[config.mk]
export PLATFORM = sky130hd
export DESIGN_NAME = first_fit_heap_allocator_unit
export DESIGN_NICKNAME = d
export VERILOG_FILES = /design/src/design/ffha_pkg.sv /design/src/design/first_fit_heap_allocator_unit.sv
export VERILOG_INCLUDE_DIRS = /design/src /design/src/design
export SDC_FILE = /design/constraint.sdc
export NUM_CORES = 2
export LEC_CHECK = 0
export ABC_AREA = 0
export BUFFER_PORTS_ARGS = -buffer_cell sky130_fd_sc_hd__buf_2
export CAP_MARGIN = 20
export CORE_MARGIN = 1.5
export CORE_UTILIZATION = 30
export DETAILED_ROUTE_END_ITERATION = 10
export PLACE_DENSITY_LB_ADDON = 0.05
export SLEW_MARGIN = 15
export SYNTH_ARGS = -nofsm -noshare
export SYNTH_HDL_FRONTEND = slang
export SYNTH_SLANG_ARGS = --single-unit
[constraint.sdc]
create_clock -name clock -period 14.3 [get_ports clock]
set_input_delay 2.86 -clock clock [delete_from_list [all_inputs] [get_ports clock]]
set_output_delay 2.86 -clock clock [all_outputs]
set_load 0.01 [all_outputs]
[src/design/first_fit_heap_allocator_unit_defines.svh]
// ----------------------------------------------------------------------------
// Allocator assertion macros
// Shared assertion forms for the first-fit heap allocator.
// ----------------------------------------------------------------------------
`ifndef FIRST_FIT_HEAP_ALLOCATOR_UNIT_DEFINES_SVH
`define FIRST_FIT_HEAP_ALLOCATOR_UNIT_DEFINES_SVH

// same-cycle implication
`define FFHA_ASSERT_NOW(lbl, clk, rst, ante, cons, msg) \
   lbl: assert property (@(posedge clk) disable iff (rst) (ante) |-> (cons)) else $error(msg);

// next-cycle implication
`define FFHA_ASSERT_NEXT(lbl, clk, rst, ante, cons, msg) \
   lbl: assert property (@(posedge clk) disable iff (rst) (ante) |=> (cons)) else $error(msg);

`endif

[src/design/ffha_pkg.sv]
// ----------------------------------------------------------------------------
// ffha_pkg
// Types and constants of the first-fit heap allocator.
// ----------------------------------------------------------------------------
`default_nettype none
package ffha_pkg;
   localparam int MAX_BLOCKS   = 64;
   localparam int IDX_W        = $clog2(MAX_BLOCKS);
   localparam int CNT_W        = $clog2(MAX_BLOCKS + 1);
   localparam int HEADER_BYTES = 24;
   localparam logic [31:0] HEAP_RESET_BYTES = 32'(1024 * 1024 * 32);

   typedef enum logic [1:0] {
      ST_OK      = 2'd0,
      ST_NOFIT   = 2'd1,
      ST_FULL    = 2'd2,
      ST_IGNORED = 2'd3
   } status_type;

   typedef enum logic {
      FUNC_ALLOC = 1'b0,
      FUNC_FREE  = 1'b1
   } func_type;

   typedef struct packed {
      logic        func;
      logic [31:0] req_bytes;
      logic [31:0] free_addr;
   } req_type;

   typedef struct packed {
      logic [31:0] payload_addr;
      logic [1:0]  status;
   } rsp_type;

   typedef struct packed {
      logic        used;
      logic [31:0] size;
   } entry_type;

   typedef enum logic [3:0] {
      S_INIT, S_IDLE, S_RD, S_EVAL, S_SH_RD, S_SH_WR,
      S_FR_NX, S_FR_NXD, S_FR_WR, S_RM_RD, S_RM_WR, S_RESP
   } state_type;
endpackage
`default_nettype wire

[src/design/first_fit_heap_allocator_unit.sv]
// ----------------------------------------------------------------------------
// first_fit_heap_allocator_unit
// First-fit allocator with coalescing over an address-ordered block table.
// ----------------------------------------------------------------------------
// One request at a time. The block table sits in a single-port-write,
// registered-read memory; block starts are not stored but summed while
// walking. An allocate visits table entries in order and, on a split, moves
// the entries above it up by one; a free visits entries in order and, on a
// merge, moves the entries above it down. Visited and moved entries together
// never exceed the table. After reset the S_INIT state loads the initial
// free block before the first request is taken.
`default_nettype none
module first_fit_heap_allocator_unit
   import ffha_pkg::*;
(
   input  wire logic    clock,
   input  wire logic    reset,
   input  wire logic    req_valid,
   output logic         req_stall,
   input  wire req_type req_payload,
   output logic         rsp_valid,
   input  wire logic    rsp_stall,
   output rsp_type      rsp_payload,
   input  wire logic    csr_we,
   input  wire logic [31:0] csr_wdata
);
   `include "first_fit_heap_allocator_unit_defines.svh"

   entry_type mem [MAX_BLOCKS];
   entry_type rd_ff;
   logic      mem_we;
   logic [IDX_W-1:0] mem_wa, mem_ra;
   entry_type mem_wd;

   state_type state_ff, state_in;
   logic [CNT_W-1:0] cnt_ff, cnt_in, i_ff, i_in, k_ff, k_in;
   logic [1:0]  r_ff, r_in;
   logic [31:0] start_ff, start_in, nsz_ff, nsz_in;
   logic [32:0] need_ff, need_in;
   logic [33:0] need2_ff, need2_in;
   entry_type   prev_ff, prev_in;
   req_type     item_ff, item_in;
   rsp_type     rsp_ff, rsp_in;

   logic        prev_free;
   logic [CNT_W-1:0] nx_idx, rm_idx;

   always_ff @(posedge clock) begin
      if (mem_we) mem[mem_wa] <= mem_wd;
      rd_ff <= mem[mem_ra];
   end

   always_ff @(posedge clock) begin
      if (reset) begin
         state_ff <= S_INIT;
         cnt_ff   <= CNT_W'(1);
      end else begin
         state_ff <= state_in;
         cnt_ff   <= csr_we ? CNT_W'(1) : cnt_in;
      end
      i_ff     <= i_in;
      k_ff     <= k_in;
      r_ff     <= r_in;
      start_ff <= start_in;
      nsz_ff   <= nsz_in;
      need_ff  <= need_in;
      need2_ff <= need2_in;
      prev_ff  <= prev_in;
      item_ff  <= item_in;
      rsp_ff   <= rsp_in;
   end

   assign prev_free = (i_ff != '0) && !prev_ff.used;
   assign nx_idx = i_ff + CNT_W'(1) + CNT_W'(r_ff);
   assign rm_idx = k_ff + CNT_W'(r_ff);
   assign req_stall = (state_ff != S_IDLE);
   assign rsp_valid = (state_ff == S_RESP);
   assign rsp_payload = rsp_ff;

   always_comb begin
      state_in = state_ff;
      cnt_in   = cnt_ff;
      i_in     = i_ff;
      k_in     = k_ff;
      r_in     = r_ff;
      start_in = start_ff;
      nsz_in   = nsz_ff;
      need_in  = need_ff;
      need2_in = need2_ff;
      prev_in  = prev_ff;
      item_in  = item_ff;
      rsp_in   = rsp_ff;
      mem_we   = 1'b0;
      mem_wa   = '0;
      mem_wd   = '0;
      mem_ra   = i_ff[IDX_W-1:0];

      unique case (state_ff)
         S_INIT: begin
            mem_we   = 1'b1;
            mem_wd   = '{used: 1'b0, size: HEAP_RESET_BYTES};
            state_in = S_IDLE;
         end
         S_IDLE: begin
            if (req_valid) begin
               item_in  = req_payload;
               i_in     = '0;
               start_in = '0;
               prev_in  = '{used: 1'b1, size: 32'd0};
               need_in  = {1'b0, req_payload.req_bytes} + 33'(HEADER_BYTES);
               need2_in = {2'b0, req_payload.req_bytes} + 34'(2 * HEADER_BYTES);
               if (req_payload.func == FUNC_ALLOC && req_payload.req_bytes == '0) begin
                  rsp_in   = '{payload_addr: 32'd0, status: ST_NOFIT};
                  state_in = S_RESP;
               end else begin
                  state_in = S_RD;
               end
            end
         end
         S_RD: begin
            if (i_ff == cnt_ff) begin
               rsp_in.payload_addr = '0;
               rsp_in.status = (item_ff.func == FUNC_ALLOC) ? ST_NOFIT : ST_IGNORED;
               state_in = S_RESP;
            end else begin
               state_in = S_EVAL;
            end
         end
         S_EVAL: begin
            if (item_ff.func == FUNC_ALLOC) begin
               if (rd_ff.used || {1'b0, rd_ff.size} <= need_ff) begin
                  start_in = start_ff + rd_ff.size;
                  i_in     = i_ff + CNT_W'(1);
                  state_in = S_RD;
               end else if ({2'b0, rd_ff.size} <= need2_ff) begin
                  mem_we   = 1'b1;
                  mem_wa   = i_ff[IDX_W-1:0];
                  mem_wd   = '{used: 1'b1, size: rd_ff.size};
                  rsp_in   = '{payload_addr: start_ff + 32'(HEADER_BYTES), status: ST_OK};
                  state_in = S_RESP;
               end else if (cnt_ff == CNT_W'(MAX_BLOCKS)) begin
                  rsp_in   = '{payload_addr: 32'd0, status: ST_FULL};
                  state_in = S_RESP;
               end else begin
                  mem_we   = 1'b1;
                  mem_wa   = i_ff[IDX_W-1:0];
                  mem_wd   = '{used: 1'b1, size: need_ff[31:0]};
                  nsz_in   = rd_ff.size - need_ff[31:0];
                  k_in     = cnt_ff;
                  rsp_in   = '{payload_addr: start_ff + 32'(HEADER_BYTES), status: ST_OK};
                  state_in = S_SH_RD;
               end
            end else begin
               if ({1'b0, start_ff} + 33'(HEADER_BYTES) == {1'b0, item_ff.free_addr}) begin
                  if (!rd_ff.used) begin
                     rsp_in   = '{payload_addr: 32'd0, status: ST_IGNORED};
                     state_in = S_RESP;
                  end else begin
                     // fold a free predecessor in; i becomes its index
                     nsz_in   = rd_ff.size + (prev_free ? prev_ff.size : 32'd0);
                     r_in     = prev_free ? 2'd1 : 2'd0;
                     i_in     = prev_free ? i_ff - CNT_W'(1) : i_ff;
                     rsp_in   = '{payload_addr: 32'd0, status: ST_OK};
                     state_in = S_FR_NX;
                  end
               end else begin
                  prev_in  = rd_ff;
                  start_in = start_ff + rd_ff.size;
                  i_in     = i_ff + CNT_W'(1);
                  state_in = S_RD;
               end
            end
         end
         S_SH_RD: begin
            mem_ra = IDX_W'(k_ff - CNT_W'(1));
            if (k_ff == i_ff + CNT_W'(1)) begin
               mem_we   = 1'b1;
               mem_wa   = k_ff[IDX_W-1:0];
               mem_wd   = '{used: 1'b0, size: nsz_ff};
               cnt_in   = cnt_ff + CNT_W'(1);
               state_in = S_RESP;
            end else begin
               state_in = S_SH_WR;
            end
         end
         S_SH_WR: begin
            mem_we   = 1'b1;
            mem_wa   = k_ff[IDX_W-1:0];
            mem_wd   = rd_ff;
            k_in     = k_ff - CNT_W'(1);
            state_in = S_SH_RD;
         end
         S_FR_NX: begin
            mem_ra = nx_idx[IDX_W-1:0];
            state_in = (nx_idx < cnt_ff) ? S_FR_NXD : S_FR_WR;
         end
         S_FR_NXD: begin
            if (!rd_ff.used) begin
               nsz_in = nsz_ff + rd_ff.size;
               r_in   = r_ff + 2'd1;
            end
            state_in = S_FR_WR;
         end
         S_FR_WR: begin
            mem_we   = 1'b1;
            mem_wa   = i_ff[IDX_W-1:0];
            mem_wd   = '{used: 1'b0, size: nsz_ff};
            k_in     = i_ff + CNT_W'(1);
            state_in = (r_ff == 2'd0) ? S_RESP : S_RM_RD;
         end
         S_RM_RD: begin
            mem_ra = rm_idx[IDX_W-1:0];
            if (rm_idx >= cnt_ff) begin
               cnt_in   = cnt_ff - CNT_W'(r_ff);
               state_in = S_RESP;
            end else begin
               state_in = S_RM_WR;
            end
         end
         S_RM_WR: begin
            mem_we   = 1'b1;
            mem_wa   = k_ff[IDX_W-1:0];
            mem_wd   = rd_ff;
            k_in     = k_ff + CNT_W'(1);
            state_in = S_RM_RD;
         end
         S_RESP: begin
            if (!rsp_stall) state_in = S_IDLE;
         end
         default: state_in = S_IDLE;
      endcase

      // heap size write reloads entry zero; the user must write it only while idle, the block does not enforce this
      if (csr_we) begin
         mem_we = 1'b1;
         mem_wa = '0;
         mem_wd = '{used: 1'b0, size: csr_wdata};
      end
   end

   `FFHA_ASSERT_NOW(a_cnt_range, clock, reset, 1'b1, (cnt_ff != '0) && (cnt_ff <= CNT_W'(MAX_BLOCKS)), "block count out of range")
   `FFHA_ASSERT_NOW(a_fail_zero, clock, reset, rsp_valid && (rsp_payload.status != ST_OK), rsp_payload.payload_addr == '0, "failed result carries an address")
   `FFHA_ASSERT_NEXT(a_rsp_hold, clock, reset, rsp_valid && rsp_stall, rsp_valid && $stable(rsp_payload), "stalled result changed")
endmodule
`default_nettype wire
## Word level (Yosys, flattened, before mapping)

Memory sizes are Yosys's and may differ from the RTL's. A register that Yosys moved wholly into a read port is not among the register bits.
Cells that the tools add are included.

- Add/subtract/negate cells: 17
- $mul: 0
- Divide/modulo/power cells: 0
- $lt $le $gt $ge: 4
- Eq/ne operators: 40
- Shifts and indexed selects: 0
- Multiplexer cells: 89
- Bitwise operators: 1
- Reduce and logical (&&, ||, !) cells: 26

Operator list:

| kind | number |
|---|---|
| $mux 32 | 13 |
| $mux 34 | 8 |
| $mux 33 | 8 |
| $pmux 33 s5 | 1 |
| $pmux 32 s2 | 2 |
| $pmux 34 s3 | 1 |
| $add 32x32->32 | 3 |
| $mux 7 | 12 |
| $add 32x5->33 const B | 2 |
| $pmux 33 s2 | 1 |
| $mux 4 | 12 |
| $pmux 4 s11 | 1 |
| $mux 6 | 6 |
| $le 32x34->1 | 1 |
| $add 32x6->33 const B | 1 |
| $eq 33x32->1 | 1 |
| $le 32x33->1 | 1 |
| $add 32x5->32 const B | 1 |
| $logic_not 32->1 | 1 |
| $sub 32x32->32 | 1 |
| $ne 2x2->1 const B | 15 |
| $pmux 7 s2 | 2 |
| $pmux 7 s4 | 1 |
| $pmux 6 s4 | 1 |
| 39 further kinds | 81 |

- Flip-flop bits (word level): 258
- Latch bits: 0
- RAM bits: 2112
- ROM bits: 0
- Bits of input ports: 102
- Output and inout port bits: 36
- Logic and storage cells: 193
- Memories: 1

Memories:

| name | depth | bits a word | read ports | clocked after Yosys merged registers in | write ports | RTL line | RTL |
|---|---|---|---|---|---|---|---|
| mem | 64 | 33 | 1 | 1 | 1 | first_fit_heap_allocator_unit.sv:29 | `entry_type mem [MAX_BLOCKS];` |

## Depth between registers and ports, before layout

- Depth in word-level cells: 9
- Depth in mapped cells: 19
- Mapped depth without buffers: 18

## Least setup slack after synthesis

OpenSTA, ideal clock, no wires.

- Kind: input to register
- From: input port csr_we
- To: memory mem[44][0] in the netlist's numbering (enable)
- Arrival time: 7.174 ns
- Setup slack: 6.620 ns
- Cell stages on the path: 5
- Path buffers: 1
- Cell sequence: clkbuf_1 > a21oi_1 > o211ai_1 > o31a_1 > nor4_1

- Word-level cells in the longest chain between the ends: 3
- Elaborated cells on any way between the ends: 4
- Those cells by class: mux: 4

RTL lines:

| item | RTL line | RTL |
|---|---|---|
| from (decl) | first_fit_heap_allocator_unit.sv:24 | `input wire logic csr_we,` |
| $mux 1 | first_fit_heap_allocator_unit.sv:234 | `if (csr_we) begin` |
| $mux 1 | first_fit_heap_allocator_unit.sv:49 | `if (mem_we) mem[mem_wa] <= mem_wd;` |
| $mux 1 (implied by the code) | first_fit_heap_allocator_unit.sv:49 |  |
| to (decl) | first_fit_heap_allocator_unit.sv:29 |  |

Parallel ways exist; a longest one is shown, timed or not.

## Worst setup path in the final report

- From: register i_ff[0]
- To: register, netlist name rd_ff[4]

- Word-level cells in the longest chain between the ends: 3

RTL lines:

| item | RTL line | RTL |
|---|---|---|
| from (decl) | first_fit_heap_allocator_unit.sv:36 | `logic [CNT_W-1:0] cnt_ff, cnt_in, i_ff, i_in, k_ff, k_in;` |
| from (signal assigned) | first_fit_heap_allocator_unit.sv:61 | `i_ff <= i_in;` |
| $add 7x1->7 | first_fit_heap_allocator_unit.sv:74 | `assign nx_idx = i_ff + CNT_W'(1) + CNT_W'(r_ff);` |
| $add 7x2->7 | first_fit_heap_allocator_unit.sv:74 |  |
| $pmux 6 s3 (*) | first_fit_heap_allocator_unit.sv:98 | `unique case (state_ff)` |

Every way passes the cells marked *; elsewhere a longest branch is shown, timed or not.
A chain may end at the register's enable or synchronous reset.

==> metrics.csv <==
metric;value;unit
p_clk_frac;0.441;
cts_setup_buffers;0;
ant_nets;0;
period_minus_slack;6.23;ns
intPower;12.3;mW
core;0.340;mm2
finalSetupTns;0;ns
drt_iter0_markers;4703;
final_nets;6273;
synth_area;0.102;mm2
p_per_area;136;mW/mm2
die_y;587;um
min_to;cnt_ff[6]$_SDFFE_PP0P_;
antenna_found_initial;31;
synth_cells;5679;
first_global_vias;56400;
outcome;complete, no violations;
dpl_worst_slack;7.62;ns
p_seq_frac;0.491;
gp_congestion;0.788;
ios;138;
drive_gt1_frac;0.231;
synth-main-ff-cell;edfxtp_1;
synth_cell_type_count;102;
vdd_ir_drop_max;0.0885;mV
r2r_start;i_ff[0]$_SDFFCE_PN0P_;
worstHoldPathType;register to register;
combPwrFrac;0.069;
async_reset_ff_frac;0;
syn_avg_cell_area;18.0;um2
final_cell_mix;edfxtp_1, mux4_2, nand2_1;
critPathMaxFanout;112;
r2r_slack;8.07;ns
cts_sinks;2399;
drc;0;
hpwlAfterDp;194000;um
maxSlewViolCount;0;
p_sw;3.72;mW
post_cts_resized;0;
numCtsBuffers;288;
syn_to_final_growth;15.5;%
min_from;cnt_ff[6]$_SDFFE_PP0P_;
grt_max_degree;113;
wl;329000;um
cellLeakagePower;38.7;nW
slew_headroom;0.270;
htree_levels;5;
wl_per_cell;30.5;um
cts_tree;done;
finalWorstSetupSlack;8.07;ns
ys_warn_count;0;
chipWidth;587;um
seq_area;0.0716;mm2
numPortBuffers;137;
ys_seq_area_frac;0.700;
reg2reg_depth;14;
holdPathStages;2;
max-cap-violations;0;
cp-end-kind;register;
sw_frac_of_total;0.232;
cts_root_buf;clkbuf_16;
synth_edf_count;2355;
rr_endpoint;rd_ff[4]$_DFF_P_;
fin_crit_sh;0.436;
initial_core_util;0.301;
crit_type;register to register;
num_vias;54600;
setup_viol;0;
layout_commonest_cell;edfxtp_1;
multi_input_area;0.0292;mm2
cts_hold_buf;0;
grt_use_total;0.188;
crit_arrival;6.98;ns
row_count;214;
cp-start-kind;register;
fillers;32300;
tightest_slew;1.10;ns
synthesis.nets;5945;
insertion_delay;0.89;ns
clock_skew;0.0442;ns
ys_seq_elements;2399;
hold_viol;0;
clk_path_buf_depth;4;
clkSlewWorstSetupHoldPaths;0.06;ns
first_pass_iters;7;
timing.fmax;0.160;GHz
cp.required;15.05;ns
grt_pass1_wl;458000;um
overflow;0;
finalHoldWorstSlack;0.596;ns
dieArea;0.344;mm2
rsz0062_at_grt;false;
post_drt_via_cell_ratio;5.07;
[cells in the mapped netlist, types with 13 or more instances]
| cell | n | area (um2) |
|---|---|---|
| edfxtp_1 | 2355 | 70700 |
| a21oi_1 | 118 | 591 |
| xnor2_1 | 148 | 1300 |
| buf_6 | 15 | 169 |
| inv_1 | 128 | 480 |
| a32oi_1 | 71 | 622 |
| dfxtp_1 | 44 | 881 |
| o211ai_1 | 13 | 97.6 |
| nand3_1 | 76 | 380 |
| mux2i_1 | 231 | 2310 |
| nor2_1 | 241 | 905 |
| and3_1 | 90 | 563 |
| a22o_1 | 34 | 298 |
| clkbuf_1 | 108 | 405 |
| nand2b_1 | 25 | 156 |
| a211oi_1 | 17 | 128 |
| mux4_2 | 561 | 12600 |
| a22oi_1 | 45 | 338 |
| nor4_1 | 35 | 219 |
| a21o_1 | 52 | 390 |
| o21ai_0 | 126 | 631 |
| ha_1 | 159 | 1990 |
| and2_1 | 14 | 87.6 |
| a31oi_1 | 27 | 169 |
| nor3_1 | 105 | 526 |
| buf_1 | 13 | 48.8 |
| nand2_1 | 318 | 1190 |
| or3_1 | 18 | 113 |
| xor2_1 | 72 | 631 |
| nor2b_1 | 20 | 125 |
| buf_4 | 53 | 398 |
| buf_2 | 95 | 475 |
| o21a_1 | 15 | 113 |
| nand4_1 | 34 | 213 |
[logic make-up (layout without fill, tap and decap cells)]
family	after synthesis	count (layout)	synth area share
buffers and inverters	426	972	0.0208
AO/OA/AOI/OAI	633	633	0.0433
adder cells (fa/ha/maj)	164	164	0.0204
flip-flops	2399	2399	0.700
multiplexers	792	792	0.146
XOR/XNOR	225	225	0.0200
other	0	9	0
AND/OR/NAND/NOR	1040	1040	0.0494
[power groups by stage]
stage | registers, mW | logic [mW] | clock network, mW
final | 7.86 | 1.10 | 7.06
after CTS | 7.86 | 1.12 | 7.28
after global routing | 7.86 | 1.19 | 7.52
after global placement | 8.01 | 1.12 | 0
after floorplan | 7.97 | 0.694 | 0
after detailed placement | 8.01 | 1.12 | 0
[worst max-delay path by stage]
stage	cells past startpoint	slack, ns	end	from
after global routing	13	7.66	rd_ff[16]$_DFF_P_	state_ff[0]$_SDFFE_PP0P_
after global placement	10	7.61	mem[59][7]$_DFFE_PP_	csr_we
after detailed placement	10	7.62	mem[59][10]$_DFFE_PP_	csr_we
final	14	8.07	rd_ff[4]$_DFF_P_	i_ff[0]$_SDFFCE_PN0P_
after CTS	14	7.91	rd_ff[4]$_DFF_P_	i_ff[0]$_SDFFCE_PN0P_
after floorplan	5	6.62	mem[44][0]$_DFFE_PP_	csr_we
[metrics by stage]
stage	cells	util	cell area, um2	power (mW)
after floorplan	5679	-	102000	8.67
after global placement	10300	0.322	109000	9.13
after detailed placement	10300	0.322	109000	9.13
after CTS	10800	0.348	118000	16.3
after global routing	10800	0.348	118000	16.6
final	10800	0.348	118000	16.0
[state kept, by name, summed over array words and instances, names as in the netlist, 4 cells and up]
signal	cells
nsz_ff	32
k_ff	7
prev_ff	33
cnt_ff	7
mem	2112
need_ff	33
rsp_payload	34
state_ff	4
rd_ff	33
i_ff	7
item_ff	33
start_ff	32
need2_ff	30
[worst max-delay path: stages, from the launching register on]
cell      delay, ns
edfxtp_1       0.63
inv_1          0.25
ha_1           0.45
inv_1          0.10
fa_1           0.51
o22ai_1        0.11
a221oi_4       0.24
buf_12         0.54
buf_4          0.70
buf_4          0.53
buf_4          0.56
mux4_2         0.31
mux2i_1        0.08
a32oi_1        0.39
and3_1         0.39
[per-layer routing]
layer | part of all wire | routed length [um] | up-vias | track usage
met5 | 0 | 0 | - | 0
met4 | 0.017 | 5730 | 0 | 0.0346
met3 | 0.037 | 12200 | 378 | 0.0224
met2 | 0.48 | 158000 | 1227 | 0.309
met1 | 0.46 | 153000 | 29300 | 0.268
li1 | - | - | 23700 | -
[layout make-up]
| cell class | count | area share |
|---|---|---|
| repair buffers | 335 | 0.0193 |
| clock inverters | 144 | 0.00981 |
| clock buffers | 364 | 0.0655 |
| flip-flops and latches | 2399 | 0.606 |
| well taps | 4536 | 0.0480 |
| diodes | 9 | 0.000191 |
| inverters | 129 | 0.00410 |
| multi-input cells | 2854 | 0.247 |
Note: power is estimated with default switching activity, not from simulation.
